**src/rtl/itp_pkg.sv**
```systemverilog
// shared types, constants and token helpers for the infix to postfix converter
package itp_pkg;

    // sizing
    localparam int STACK_DEPTH = 32;
    localparam int MAX_TOKENS  = 128;
    localparam int QUEUE_DEPTH = 4;

    localparam int KIND_W   = 5;
    localparam int VALUE_W  = 32;
    localparam int STATUS_W = 2;

    localparam int DEPTH_W = $clog2(STACK_DEPTH + 1);
    localparam int IDX_W   = $clog2(STACK_DEPTH);
    localparam int CNT_W   = $clog2(MAX_TOKENS + 1);
    localparam int QPTR_W  = $clog2(QUEUE_DEPTH);
    localparam int QCNT_W  = $clog2(QUEUE_DEPTH + 1);

    // token kinds
    localparam logic [KIND_W-1:0] K_NUM   = 5'd0;
    localparam logic [KIND_W-1:0] K_ADD   = 5'd1;
    localparam logic [KIND_W-1:0] K_SUB   = 5'd2;
    localparam logic [KIND_W-1:0] K_MUL   = 5'd3;
    localparam logic [KIND_W-1:0] K_DIV   = 5'd4;
    localparam logic [KIND_W-1:0] K_POW   = 5'd5;
    localparam logic [KIND_W-1:0] K_NEG   = 5'd6;
    localparam logic [KIND_W-1:0] K_LP    = 5'd7;
    localparam logic [KIND_W-1:0] K_RP    = 5'd8;
    localparam logic [KIND_W-1:0] K_FN_LO = 5'd9;
    localparam logic [KIND_W-1:0] K_FN_HI = 5'd19;

    // result status codes
    localparam logic [STATUS_W-1:0] ST_OK  = 2'd0;
    localparam logic [STATUS_W-1:0] ST_OVF = 2'd1;
    localparam logic [STATUS_W-1:0] ST_SYN = 2'd2;

    // token class as seen by the back end
    typedef enum logic [2:0] {
        CLS_NUM,
        CLS_OP,
        CLS_PUSH,
        CLS_RP,
        CLS_OTHER
    } tok_cls_t;

    // one queued infix token
    typedef struct packed {
        logic [KIND_W-1:0]  kind;
        logic [VALUE_W-1:0] value;
        logic               last;
        logic               imul;
        tok_cls_t           cls;
    } q_entry_t;

    // back end sequencer states
    typedef enum logic [2:0] {
        S_IDLE,
        S_START,
        S_OPLOOP,
        S_RPLOOP,
        S_RPFUNC,
        S_FLUSH,
        S_FINISH
    } back_state_t;

    function automatic logic is_fn(input logic [KIND_W-1:0] k);
        return k inside {[K_FN_LO:K_FN_HI]};
    endfunction

    function automatic logic is_op(input logic [KIND_W-1:0] k);
        return k inside {[K_ADD:K_NEG]};
    endfunction

    function automatic logic [2:0] prec(input logic [KIND_W-1:0] k);
        logic [2:0] p;
        case (k)
            K_ADD, K_SUB: p = 3'd1;
            K_MUL, K_DIV: p = 3'd2;
            K_NEG:        p = 3'd3;
            K_POW:        p = 3'd4;
            default:      p = 3'd0;
        endcase
        return p;
    endfunction

    function automatic logic right_assoc(input logic [KIND_W-1:0] k);
        return (k == K_POW) || (k == K_NEG);
    endfunction

    function automatic tok_cls_t classify(input logic [KIND_W-1:0] k);
        tok_cls_t c;
        if (k == K_NUM) begin
            c = CLS_NUM;
        end else if ((k == K_LP) || (k == K_NEG) || is_fn(k)) begin
            c = CLS_PUSH;
        end else if (is_op(k)) begin
            c = CLS_OP;
        end else if (k == K_RP) begin
            c = CLS_RP;
        end else begin
            c = CLS_OTHER;
        end
        return c;
    endfunction

endpackage

```
**src/rtl/itp_front.sv**
```systemverilog
// front end: accepts infix beats, classifies them and flags implicit multiplies
module itp_front (
    input  logic                          aclk,
    input  logic                          aresetn,
    input  logic                          s_valid,
    output logic                          s_ready,
    input  logic [itp_pkg::KIND_W-1:0]    s_tok_kind,
    input  logic [itp_pkg::VALUE_W-1:0]   s_tok_value,
    input  logic                          s_tok_last,
    output logic                          push_valid,
    input  logic                          push_ready,
    output itp_pkg::q_entry_t             push_entry
);

    logic prev_val_reg;
    logic prev_val_next;
    logic accept;
    logic cur_factor;

    assign s_ready    = push_ready;
    assign push_valid = s_valid;
    assign accept     = s_valid && push_ready;

    // a number, left parenthesis or function right after a value gets a multiply
    assign cur_factor = (s_tok_kind == itp_pkg::K_NUM) || (s_tok_kind == itp_pkg::K_LP) ||
                        itp_pkg::is_fn(s_tok_kind);

    always_comb begin
        push_entry.kind  = s_tok_kind;
        push_entry.value = s_tok_value;
        push_entry.last  = s_tok_last;
        push_entry.imul  = prev_val_reg && cur_factor;
        push_entry.cls   = itp_pkg::classify(s_tok_kind);
    end

    // previous token state, cleared at the end of each expression
    always_comb begin
        prev_val_next = prev_val_reg;
        if (accept) begin
            prev_val_next = !s_tok_last &&
                            ((s_tok_kind == itp_pkg::K_NUM) || (s_tok_kind == itp_pkg::K_RP));
        end
    end

    always_ff @(posedge aclk) begin
        if (!aresetn) begin
            prev_val_reg <= 1'b0;
        end else begin
            prev_val_reg <= prev_val_next;
        end
    end

endmodule

```
**src/rtl/itp_queue.sv**
```systemverilog
// small token queue between the front and back ends
module itp_queue (
    input  logic               aclk,
    input  logic               aresetn,
    input  logic               wr_valid,
    output logic               wr_ready,
    input  itp_pkg::q_entry_t  wr_entry,
    output logic               rd_valid,
    input  logic               rd_pop,
    output itp_pkg::q_entry_t  rd_entry
);

    itp_pkg::q_entry_t                 store_reg [itp_pkg::QUEUE_DEPTH];
    logic [itp_pkg::QPTR_W-1:0]        wr_ptr_reg, wr_ptr_next;
    logic [itp_pkg::QPTR_W-1:0]        rd_ptr_reg, rd_ptr_next;
    logic [itp_pkg::QCNT_W-1:0]        count_reg, count_next;
    logic                              do_wr;
    logic                              do_rd;

    assign wr_ready = count_reg != itp_pkg::QCNT_W'(itp_pkg::QUEUE_DEPTH);
    assign rd_valid = count_reg != '0;
    assign rd_entry = store_reg[rd_ptr_reg];
    assign do_wr    = wr_valid && wr_ready;
    assign do_rd    = rd_pop && rd_valid;

    // pointer and fill count update
    always_comb begin
        wr_ptr_next = wr_ptr_reg;
        rd_ptr_next = rd_ptr_reg;
        count_next  = count_reg;
        if (do_wr) begin
            wr_ptr_next = (wr_ptr_reg == itp_pkg::QPTR_W'(itp_pkg::QUEUE_DEPTH - 1)) ?
                          '0 : wr_ptr_reg + 1'b1;
        end
        if (do_rd) begin
            rd_ptr_next = (rd_ptr_reg == itp_pkg::QPTR_W'(itp_pkg::QUEUE_DEPTH - 1)) ?
                          '0 : rd_ptr_reg + 1'b1;
        end
        if (do_wr && !do_rd) begin
            count_next = count_reg + 1'b1;
        end else if (do_rd && !do_wr) begin
            count_next = count_reg - 1'b1;
        end
    end

    always_ff @(posedge aclk) begin
        if (!aresetn) begin
            wr_ptr_reg <= '0;
            rd_ptr_reg <= '0;
            count_reg  <= '0;
        end else begin
            wr_ptr_reg <= wr_ptr_next;
            rd_ptr_reg <= rd_ptr_next;
            count_reg  <= count_next;
        end
    end

    // entry storage
    always_ff @(posedge aclk) begin
        if (do_wr) begin
            store_reg[wr_ptr_reg] <= wr_entry;
        end
    end

endmodule

```
**src/rtl/itp_back.sv**
```systemverilog
// back end: operator stack sequencer, one push or pop per cycle unless stalled, result buffering
module itp_back (
    input  logic                          aclk,
    input  logic                          aresetn,
    input  logic                          q_valid,
    input  itp_pkg::q_entry_t             q_entry,
    output logic                          q_pop,
    output logic                          m_valid,
    input  logic                          m_ready,
    output logic [itp_pkg::KIND_W-1:0]    m_out_kind,
    output logic [itp_pkg::VALUE_W-1:0]   m_out_value,
    output logic [itp_pkg::STATUS_W-1:0]  m_out_status,
    output logic                          m_out_last
);

    typedef struct packed {
        logic                          fetch;
        logic                          emit;
        logic [itp_pkg::KIND_W-1:0]    em_kind;
        logic                          em_num;
        logic [itp_pkg::STATUS_W-1:0]  em_status;
        logic                          push;
        logic                          pop;
        logic                          inc_infix;
        logic                          imul_done;
        logic                          set_err;
        logic                          release_out;
        logic                          end_expr;
        logic                          set_drop;
    } back_ctl_t;

    itp_pkg::back_state_t                state_reg, state_next;
    back_ctl_t                           act;
    back_ctl_t                           ctl;
    logic                                stall;

    // current token
    logic [itp_pkg::KIND_W-1:0]          tok_kind_reg, tok_kind_next;
    logic [itp_pkg::VALUE_W-1:0]         tok_value_reg, tok_value_next;
    logic                                tok_last_reg, tok_last_next;
    itp_pkg::tok_cls_t                   tok_cls_reg, tok_cls_next;
    logic                                imul_reg, imul_next;
    logic                                err_reg, err_next;

    // expression state
    logic [itp_pkg::KIND_W-1:0]          stack_reg [itp_pkg::STACK_DEPTH];
    logic [itp_pkg::DEPTH_W-1:0]         depth_reg, depth_next;
    logic [itp_pkg::CNT_W-1:0]           infix_cnt_reg, infix_cnt_next;
    logic [itp_pkg::CNT_W-1:0]           postfix_cnt_reg, postfix_cnt_next;
    logic                                drop_reg, drop_next;

    // one result held back until its last flag is known
    logic                                hold_valid_reg, hold_valid_next;
    logic [itp_pkg::KIND_W-1:0]          hold_kind_reg, hold_kind_next;
    logic [itp_pkg::VALUE_W-1:0]         hold_value_reg, hold_value_next;
    logic [itp_pkg::STATUS_W-1:0]        hold_status_reg, hold_status_next;

    // output register
    logic                                out_valid_reg, out_valid_next;
    logic [itp_pkg::KIND_W-1:0]          out_kind_reg, out_kind_next;
    logic [itp_pkg::VALUE_W-1:0]         out_value_reg, out_value_next;
    logic [itp_pkg::STATUS_W-1:0]        out_status_reg, out_status_next;
    logic                                out_last_reg, out_last_next;

    logic [itp_pkg::KIND_W-1:0]          cur_kind;
    itp_pkg::tok_cls_t                   cur_cls;
    logic [itp_pkg::DEPTH_W-1:0]         depth_dec;
    logic [itp_pkg::KIND_W-1:0]          top;
    logic                                stack_empty;
    logic                                stack_full;
    logic                                infix_full;
    logic                                postfix_full;
    logic                                pop_go;
    logic                                out_free;
    logic                                can_emit;
    logic                                out_load;
    itp_pkg::back_state_t                after_state;

    assign m_valid      = out_valid_reg;
    assign m_out_kind   = out_kind_reg;
    assign m_out_value  = out_value_reg;
    assign m_out_status = out_status_reg;
    assign m_out_last   = out_last_reg;
    assign q_pop        = ctl.fetch;

    // the pending implicit multiply is handled before the token itself
    assign cur_kind = imul_reg ? itp_pkg::K_MUL : tok_kind_reg;
    assign cur_cls  = imul_reg ? itp_pkg::CLS_OP : tok_cls_reg;

    // top of stack and limits
    assign depth_dec    = depth_reg - 1'b1;
    assign top          = stack_reg[depth_dec[itp_pkg::IDX_W-1:0]];
    assign stack_empty  = depth_reg == '0;
    assign stack_full   = depth_reg >= itp_pkg::DEPTH_W'(itp_pkg::STACK_DEPTH);
    assign infix_full   = infix_cnt_reg >= itp_pkg::CNT_W'(itp_pkg::MAX_TOKENS);
    assign postfix_full = postfix_cnt_reg >= itp_pkg::CNT_W'(itp_pkg::MAX_TOKENS);

    // function on top, or operator of higher precedence (equal for left assoc incoming), pops first
    assign pop_go = itp_pkg::is_fn(top) ||
                    (itp_pkg::is_op(top) &&
                     ((itp_pkg::prec(top) > itp_pkg::prec(cur_kind)) ||
                      ((itp_pkg::prec(top) == itp_pkg::prec(cur_kind)) &&
                       !itp_pkg::right_assoc(cur_kind))));

    assign out_free    = !out_valid_reg || m_ready;
    assign can_emit    = !hold_valid_reg || out_free;
    assign after_state = imul_reg ? itp_pkg::S_START :
                         (tok_last_reg ? itp_pkg::S_FLUSH : itp_pkg::S_FINISH);

    // sequencer actions per state
    always_comb begin
        act = '0;
        case (state_reg)
            itp_pkg::S_IDLE: begin
                if (q_valid) begin
                    act.fetch    = 1'b1;
                    act.end_expr = drop_reg && q_entry.last;
                end
            end
            itp_pkg::S_START: begin
                if (infix_full) begin
                    act.emit      = 1'b1;
                    act.em_status = itp_pkg::ST_OVF;
                    act.set_err   = 1'b1;
                end else begin
                    act.inc_infix = 1'b1;
                    case (cur_cls)
                        itp_pkg::CLS_NUM: begin
                            act.emit = 1'b1;
                            if (postfix_full) begin
                                act.em_status = itp_pkg::ST_OVF;
                                act.set_err   = 1'b1;
                            end else begin
                                act.em_kind   = itp_pkg::K_NUM;
                                act.em_num    = 1'b1;
                                act.imul_done = imul_reg;
                            end
                        end
                        itp_pkg::CLS_PUSH: begin
                            if (stack_full) begin
                                act.emit      = 1'b1;
                                act.em_status = itp_pkg::ST_OVF;
                                act.set_err   = 1'b1;
                            end else begin
                                act.push      = 1'b1;
                                act.imul_done = imul_reg;
                            end
                        end
                        itp_pkg::CLS_OP, itp_pkg::CLS_RP: begin
                            // work continues in the loop states
                        end
                        default: begin
                            act.imul_done = imul_reg;
                        end
                    endcase
                end
            end
            itp_pkg::S_OPLOOP: begin
                if (!stack_empty && pop_go) begin
                    act.emit = 1'b1;
                    if (postfix_full) begin
                        act.em_status = itp_pkg::ST_OVF;
                        act.set_err   = 1'b1;
                    end else begin
                        act.em_kind = top;
                        act.pop     = 1'b1;
                    end
                end else if (stack_full) begin
                    act.emit      = 1'b1;
                    act.em_status = itp_pkg::ST_OVF;
                    act.set_err   = 1'b1;
                end else begin
                    act.push      = 1'b1;
                    act.imul_done = imul_reg;
                end
            end
            itp_pkg::S_RPLOOP: begin
                if (stack_empty) begin
                    act.emit      = 1'b1;
                    act.em_status = itp_pkg::ST_SYN;
                    act.set_err   = 1'b1;
                end else if (top != itp_pkg::K_LP) begin
                    act.emit = 1'b1;
                    if (postfix_full) begin
                        act.em_status = itp_pkg::ST_OVF;
                        act.set_err   = 1'b1;
                    end else begin
                        act.em_kind = top;
                        act.pop     = 1'b1;
                    end
                end else begin
                    // drop the matching left parenthesis
                    act.pop = 1'b1;
                end
            end
            itp_pkg::S_RPFUNC: begin
                if (!stack_empty && itp_pkg::is_fn(top)) begin
                    act.emit = 1'b1;
                    if (postfix_full) begin
                        act.em_status = itp_pkg::ST_OVF;
                        act.set_err   = 1'b1;
                    end else begin
                        act.em_kind   = top;
                        act.pop       = 1'b1;
                        act.imul_done = imul_reg;
                    end
                end else begin
                    act.imul_done = imul_reg;
                end
            end
            itp_pkg::S_FLUSH: begin
                if (stack_empty) begin
                    act.imul_done = 1'b0;
                end else if (top == itp_pkg::K_LP) begin
                    act.emit      = 1'b1;
                    act.em_status = itp_pkg::ST_SYN;
                    act.set_err   = 1'b1;
                end else begin
                    act.emit = 1'b1;
                    if (postfix_full) begin
                        act.em_status = itp_pkg::ST_OVF;
                        act.set_err   = 1'b1;
                    end else begin
                        act.em_kind = top;
                        act.pop     = 1'b1;
                    end
                end
            end
            itp_pkg::S_FINISH: begin
                act.release_out = 1'b1;
                act.end_expr    = tok_last_reg;
                act.set_drop    = !tok_last_reg && err_reg;
            end
            default: begin
                act = '0;
            end
        endcase
    end

    // wait for room on the output side, everything held back whole
    assign stall = (act.emit && !can_emit) ||
                   (act.release_out && (hold_valid_reg || tok_last_reg) && !out_free);
    assign ctl   = stall ? '0 : act;

    // sequencer next state
    always_comb begin
        state_next = state_reg;
        if (!stall) begin
            case (state_reg)
                itp_pkg::S_IDLE: begin
                    if (q_valid && !drop_reg) begin
                        state_next = itp_pkg::S_START;
                    end
                end
                itp_pkg::S_START: begin
                    if (act.set_err) begin
                        state_next = itp_pkg::S_FINISH;
                    end else if (cur_cls == itp_pkg::CLS_OP) begin
                        state_next = itp_pkg::S_OPLOOP;
                    end else if (cur_cls == itp_pkg::CLS_RP) begin
                        state_next = itp_pkg::S_RPLOOP;
                    end else begin
                        state_next = after_state;
                    end
                end
                itp_pkg::S_OPLOOP: begin
                    if (act.set_err) begin
                        state_next = itp_pkg::S_FINISH;
                    end else if (act.push) begin
                        state_next = after_state;
                    end
                end
                itp_pkg::S_RPLOOP: begin
                    if (act.set_err) begin
                        state_next = itp_pkg::S_FINISH;
                    end else if (act.pop && !act.emit) begin
                        state_next = itp_pkg::S_RPFUNC;
                    end
                end
                itp_pkg::S_RPFUNC: begin
                    if (act.set_err) begin
                        state_next = itp_pkg::S_FINISH;
                    end else begin
                        state_next = after_state;
                    end
                end
                itp_pkg::S_FLUSH: begin
                    if (act.set_err || stack_empty) begin
                        state_next = itp_pkg::S_FINISH;
                    end
                end
                itp_pkg::S_FINISH: begin
                    state_next = itp_pkg::S_IDLE;
                end
                default: begin
                    state_next = itp_pkg::S_IDLE;
                end
            endcase
        end
    end

    // token, counters and stack depth
    always_comb begin
        tok_kind_next    = tok_kind_reg;
        tok_value_next   = tok_value_reg;
        tok_last_next    = tok_last_reg;
        tok_cls_next     = tok_cls_reg;
        imul_next        = imul_reg;
        err_next         = err_reg;
        depth_next       = depth_reg;
        infix_cnt_next   = infix_cnt_reg;
        postfix_cnt_next = postfix_cnt_reg;
        drop_next        = drop_reg;
        if (ctl.fetch) begin
            tok_kind_next  = q_entry.kind;
            tok_value_next = q_entry.value;
            tok_last_next  = q_entry.last;
            tok_cls_next   = q_entry.cls;
            imul_next      = q_entry.imul;
            err_next       = 1'b0;
        end
        if (ctl.imul_done) begin
            imul_next = 1'b0;
        end
        if (ctl.set_err) begin
            err_next = 1'b1;
        end
        if (ctl.inc_infix) begin
            infix_cnt_next = infix_cnt_reg + 1'b1;
        end
        if (ctl.emit && (ctl.em_status == itp_pkg::ST_OK)) begin
            postfix_cnt_next = postfix_cnt_reg + 1'b1;
        end
        if (ctl.push) begin
            depth_next = depth_reg + 1'b1;
        end else if (ctl.pop) begin
            depth_next = depth_dec;
        end
        if (ctl.set_drop) begin
            drop_next = 1'b1;
        end
        if (ctl.end_expr) begin
            depth_next       = '0;
            infix_cnt_next   = '0;
            postfix_cnt_next = '0;
            drop_next        = 1'b0;
        end
    end

    // held result and output register
    always_comb begin
        hold_valid_next  = hold_valid_reg;
        hold_kind_next   = hold_kind_reg;
        hold_value_next  = hold_value_reg;
        hold_status_next = hold_status_reg;
        out_load         = (ctl.emit && hold_valid_reg) ||
                           (ctl.release_out && (hold_valid_reg || tok_last_reg));
        out_kind_next    = out_kind_reg;
        out_value_next   = out_value_reg;
        out_status_next  = out_status_reg;
        out_last_next    = out_last_reg;
        if (out_load) begin
            if (hold_valid_reg) begin
                out_kind_next   = hold_kind_reg;
                out_value_next  = hold_value_reg;
                out_status_next = hold_status_reg;
                out_last_next   = ctl.release_out && (tok_last_reg || err_reg);
            end else begin
                // last token released nothing: end marker
                out_kind_next   = itp_pkg::K_RP;
                out_value_next  = '0;
                out_status_next = itp_pkg::ST_OK;
                out_last_next   = 1'b1;
            end
        end
        out_valid_next = out_load ? 1'b1 : (m_ready ? 1'b0 : out_valid_reg);
        if (ctl.emit) begin
            hold_valid_next  = 1'b1;
            hold_kind_next   = ctl.em_kind;
            hold_value_next  = ctl.em_num ? tok_value_reg : '0;
            hold_status_next = ctl.em_status;
        end else if (ctl.release_out) begin
            hold_valid_next = 1'b0;
        end
    end

    always_ff @(posedge aclk) begin
        if (!aresetn) begin
            state_reg       <= itp_pkg::S_IDLE;
            imul_reg        <= 1'b0;
            err_reg         <= 1'b0;
            depth_reg       <= '0;
            infix_cnt_reg   <= '0;
            postfix_cnt_reg <= '0;
            drop_reg        <= 1'b0;
            hold_valid_reg  <= 1'b0;
            out_valid_reg   <= 1'b0;
        end else begin
            state_reg       <= state_next;
            imul_reg        <= imul_next;
            err_reg         <= err_next;
            depth_reg       <= depth_next;
            infix_cnt_reg   <= infix_cnt_next;
            postfix_cnt_reg <= postfix_cnt_next;
            drop_reg        <= drop_next;
            hold_valid_reg  <= hold_valid_next;
            out_valid_reg   <= out_valid_next;
        end
    end

    // payload registers
    always_ff @(posedge aclk) begin
        tok_kind_reg    <= tok_kind_next;
        tok_value_reg   <= tok_value_next;
        tok_last_reg    <= tok_last_next;
        tok_cls_reg     <= tok_cls_next;
        hold_kind_reg   <= hold_kind_next;
        hold_value_reg  <= hold_value_next;
        hold_status_reg <= hold_status_next;
        out_kind_reg    <= out_kind_next;
        out_value_reg   <= out_value_next;
        out_status_reg  <= out_status_next;
        out_last_reg    <= out_last_next;
    end

    // operator stack write port
    always_ff @(posedge aclk) begin
        if (ctl.push) begin
            stack_reg[depth_reg[itp_pkg::IDX_W-1:0]] <= cur_kind;
        end
    end

endmodule

```
**src/rtl/infix_to_postfix_converter.sv**
```systemverilog
// top level of the streaming infix to postfix converter
// Infix tokens enter one beat at a time into a four-entry queue, so the input
// keeps accepting while the stack sequencer works. The sequencer takes a
// number, a left parenthesis, a function, a negate or an unknown kind through
// fetch, start and finish; a binary operator first pops what must leave the
// stack before it and is then pushed; an implicit multiply is handled like
// one ahead of its token; a right parenthesis pops the operators above its
// left parenthesis, drops it and then pops the function of a closed call;
// the final token of an expression flushes the stack. The single operator
// stack does one push or one pop per cycle unless the result side stalls.
// Every result passes through a one-entry hold buffer so its last flag is
// known, then an output register; a stalled result side stops the sequencer
// but not the queue. Tokens dropped after an error are taken from the queue
// one by one and discarded.
module infix_to_postfix_converter (
    input  logic                          aclk,
    input  logic                          aresetn,
    input  logic                          s_valid,
    output logic                          s_ready,
    input  logic [itp_pkg::KIND_W-1:0]    s_tok_kind,
    input  logic [itp_pkg::VALUE_W-1:0]   s_tok_value,
    input  logic                          s_tok_last,
    output logic                          m_valid,
    input  logic                          m_ready,
    output logic [itp_pkg::KIND_W-1:0]    m_out_kind,
    output logic [itp_pkg::VALUE_W-1:0]   m_out_value,
    output logic [itp_pkg::STATUS_W-1:0]  m_out_status,
    output logic                          m_out_last
);

    logic               push_valid;
    logic               push_ready;
    itp_pkg::q_entry_t  push_entry;
    logic               q_valid;
    logic               q_pop;
    itp_pkg::q_entry_t  q_entry;

    // classification and implicit multiply
    itp_front u_front (
        .aclk       (aclk),
        .aresetn    (aresetn),
        .s_valid    (s_valid),
        .s_ready    (s_ready),
        .s_tok_kind (s_tok_kind),
        .s_tok_value(s_tok_value),
        .s_tok_last (s_tok_last),
        .push_valid (push_valid),
        .push_ready (push_ready),
        .push_entry (push_entry)
    );

    // decoupling queue
    itp_queue u_queue (
        .aclk    (aclk),
        .aresetn (aresetn),
        .wr_valid(push_valid),
        .wr_ready(push_ready),
        .wr_entry(push_entry),
        .rd_valid(q_valid),
        .rd_pop  (q_pop),
        .rd_entry(q_entry)
    );

    // stack sequencer and result output
    itp_back u_back (
        .aclk        (aclk),
        .aresetn     (aresetn),
        .q_valid     (q_valid),
        .q_entry     (q_entry),
        .q_pop       (q_pop),
        .m_valid     (m_valid),
        .m_ready     (m_ready),
        .m_out_kind  (m_out_kind),
        .m_out_value (m_out_value),
        .m_out_status(m_out_status),
        .m_out_last  (m_out_last)
    );

endmodule

```
**config.mk**
```make
export PLATFORM = sky130hd
export DESIGN_NAME = infix_to_postfix_converter
export DESIGN_NICKNAME = d
export VERILOG_FILES = /design/src/rtl/itp_pkg.sv /design/src/rtl/itp_front.sv /design/src/rtl/itp_queue.sv /design/src/rtl/itp_back.sv /design/src/rtl/infix_to_postfix_converter.sv
export SDC_FILE = /design/constraint.sdc
export NUM_CORES = 1
export LEC_CHECK = 0
export ABC_CLOCK_PERIOD_IN_PS = 10600
export BUFFER_PORTS_ARGS = -buffer_cell sky130_fd_sc_hd__buf_2
export CORE_ASPECT_RATIO = 0.9
export CORE_MARGIN = 3
export CORE_UTILIZATION = 45
export DETAILED_ROUTE_END_ITERATION = 6
export PLACE_DENSITY = 0.62
export SYNTH_ARGS = -nofsm -noshare
export SYNTH_HDL_FRONTEND = slang
export SYNTH_SLANG_ARGS = --single-unit
```
**constraint.sdc**
```tcl
create_clock -name aclk -period 10.6 [get_ports aclk]
set_clock_uncertainty 0.05 [all_clocks]
set_input_delay 1.06 -clock aclk [delete_from_list [all_inputs] [get_ports aclk]]
set_output_delay 1.06 -clock aclk [all_outputs]
set_load 0.03 [all_outputs]
```
==> summary.txt <==
Layout
  • Number of flip-flops in the largest register: 168
  • Most frequent cells in the layout: edfxtp_1 (448), buf_2 (83), mux4_2 (81)
  • Fin cells: 1839
  • Final Instance Area: 0.0222 mm²
  • Layout area overhead: 13.0%
  • Ratio of cells with drive above 1 in the final layout: 22.2%
  • Final core occ: 51.7%
  • Commonest non-fill, non-tap cell in the layout: edfxtp_1
  • Layout net count: 1304

Floorplan
  • Die Y: 204 µm
  • Core ar.: 0.0431 mm²
  • Initial Util: 45.7%
  • Row count: 72
  • Die area: 0.0463 mm²
  • Die width: 226 µm
  • I/O Pins: 84

Global routing
  • Largest net degree at the start of global routing: 56
  • Gr ovfl total: 0
  • All-layer global routing usage: 17.1%
  • Initial antenna violation count: 1
  • Vias in the first global route: 10.3k
  • First-pass GRT wire length: 60.2 mm

Clock network
  • CTS tree: yes
  • # resized after CTS: 0
  • CTS Hold Bufs: 0
  • Clk buf depth: 3
  • CTS Buf Count: 49
  • Clock transition at path regs: 0.06 ns
  • CTS root buf: clkbuf_16
  • Post-CTS setup buffer count: 0
  • CTS Sinks: 488
  • CTS HTree Levels: 2
  • Skew-Pair Late Insertion Delay: 0.61 ns

Critical path
  • Delay of the slowest critical-path stage: 0.76 ns
  • Worst path arrival time: 7.72 ns
  • CP Capture Type: flop
  • Worst path slowest cell: ha_1
  • WP data required: 10.77 ns
  • Startpoint types: flop
  • Critical path cell sequence: buf_4, inv_1, ha_1, buf_4, mux4_2, mux2_2, o2111ai_2, nand2_1, o21bai_1, ha_1, nand2b_1, a21o_1, a21oi_1, o21ai_0, a32oi_1, o21ai_0, a21oi_1, nand2_1, nor3_1
  • CP Class: reg2reg
  • Critical path buffer and inverter count: 3
  • CP delay by family, top: compound AO/OA/AOI/OAI gates
  • Crit-path max FO: 55

Route
  • Drt initial violations: 817
  • Vias per std cell: 5.46
  • Antenna-violating nets left: 0
  • Post-Route WL: 38.3 mm
  • DR WL/cell: 20.8 µm
  • Vias: 10.1k
  • DRT Pass-1 Iters: 5
  • Residual DRC: 0

STA
  • Fin crit period: 7.56 ns
  • Final hold violation count: 0
  • Total negative slack: 0 ns
  • Slew @ Worst Pin: 1.26 ns
  • Worst slew margin: 15.8%
  • Final hold slack: 0.419 ns
  • Fin worst setup slack: 3.04 ns
  • Max Slew Vio Count: 0
  • Period Utilization, post-route: 71.3%
  • RSZ-0062 raised after global routing: false
  • Endpoints failing setup: 0
  • Max Fclk: 132 MHz

Logic synthesis
  • Largest cells by area after synthesis: edfxtp_1 (68%), mux4_2 (9.3%), dfxtp_1 (4.1%), and2_1 (2.4%), nor2_1 (1.4%)
  • Dominant cell type by area after synthesis: edfxtp_1
  • Seq/Total Area, Yosys: 72.4%
  • Mapped cell area: 0.0197 mm²
  • Async S/R FF share, synth: 0%
  • Syn Nets: 1208
  • Unique cell type count in the Yosys netlist: 83
  • Share of the synthesized area in the top cell type: 68.4%
  • Top_reg_cell synth: edfxtp_1
  • Synthesized netlist cell count: 1147
  • Yosys reg bits: 488
  • EDFF count, synth: 448
  • Ys Warns: 0
  • Syn avg cell area: 17.2 µm²

Placed design
  • Quantity of I/O buffers inserted on ports: 83
  • Pre-CTS setup slack: 3.01 ns
  • DPL Wire Length: 23.2 mm
  • Post-DP Area: 0.0207 mm²
  • Placed cells: 1747
  • Routability Congestion: 0.873

Pwr
  • LEAKAGE: 7.44 nW
  • Worst VDD drop: 183 µV
  • Pwr Density: 252 mW/mm²
  • Final Power: 5.60 mW

Flow run
  • Max Cap Viol: 0

Worst hold path
  • Worst min-delay path class: reg2reg

Outcome
  • Outcome: complete, no violations
## cells in the mapped netlist, drive strengths merged, types with 4 or more instances
| cell type | n |
|---|---|
| nor2 | 77 |
| nand4 | 8 |
| mux4 | 82 |
| mux2i | 23 |
| nor4 | 5 |
| ha | 18 |
| edfxtp | 448 |
| inv | 22 |
| nand3 | 13 |
| and4 | 5 |
| or3 | 10 |
| o21a | 7 |
| nand2 | 45 |
| nor3 | 29 |
| o211a | 4 |
| a21boi | 5 |
| nor3b | 4 |
| a31oi | 6 |
| o21ai | 36 |
| a21oi | 33 |
| and2 | 77 |
| o2111ai | 5 |
| buf | 21 |
| xor2 | 7 |
| nand2b | 10 |
| dfxtp | 40 |
| xnor2 | 6 |
| nor2b | 12 |
| and3 | 7 |
| a211oi | 5 |
| clkbuf | 32 |
## layout make-up
type / instances / area (µm²)
clock inverters: 30 / 305
well taps: 555 / 694
fillers: 3495 / 20800
multi-input cells: 584 / 5100
inverters: 22 / 82.6
diodes: 1 / 2.50
flip-flops and latches: 488 / 14300
clock buffers: 61 / 1270
repair buffers: 98 / 528
## final timing paths
kind | startpoint | to | slack [ns] | depth (start not counted)
worst min register to register | u_front.prev_val_reg | u_front.prev_val_reg | 0.42 | 2
worst min-delay path | u_front.prev_val_reg | u_front.prev_val_reg | 0.42 | 2
worst max register to register | u_back.depth_reg[0] | u_back.stack_reg[15][1] | 3.04 | 19
worst max-delay path | u_back.depth_reg[0] | u_back.stack_reg[15][1] | 3.04 | 19
## layer usage
layer	vias to the layer above	routed length, µm	global-route usage, %
li1	4681	-	-
met1	5037	17600	24.5
met2	277	17600	26.8
met3	55	2280	3.19
met4	0	871	5.30
met5	-	0	0
## power breakdown
part | internal [mW] | total [mW] | switching, mW
clock network | 0.958 | 1.68 | 0.727
registers | 2.52 | 2.62 | 0.101
logic | 0.471 | 1.30 | 0.825
total | 3.95 | 5.60 | 1.65
## logic make-up (layout without fill, tap and decap cells)
| kind of cell | count (synthesis) | in the layout | share of synthesized area (%) |
|---|---|---|---|
| and+or+nand+nor | 316 | 316 | 8.65 |
| other | 0 | 1 | 0 |
| AOI/OAI and AO/OA | 129 | 129 | 4.61 |
| adders and majority gates | 19 | 19 | 1.25 |
| xor gates and xnor gates | 13 | 13 | 0.579 |
| DFF | 488 | 488 | 72.4 |
| buffers and inverters | 75 | 211 | 1.80 |
| muxes | 107 | 107 | 10.7 |
## worst min-delay path, delay by kind of cell (launching register included)
kind            cells  cell delay, ns
flops               1            0.31
simple gates        1            0.05
compound gates      1            0.06
Note: power is estimated with default switching activity, not from simulation.
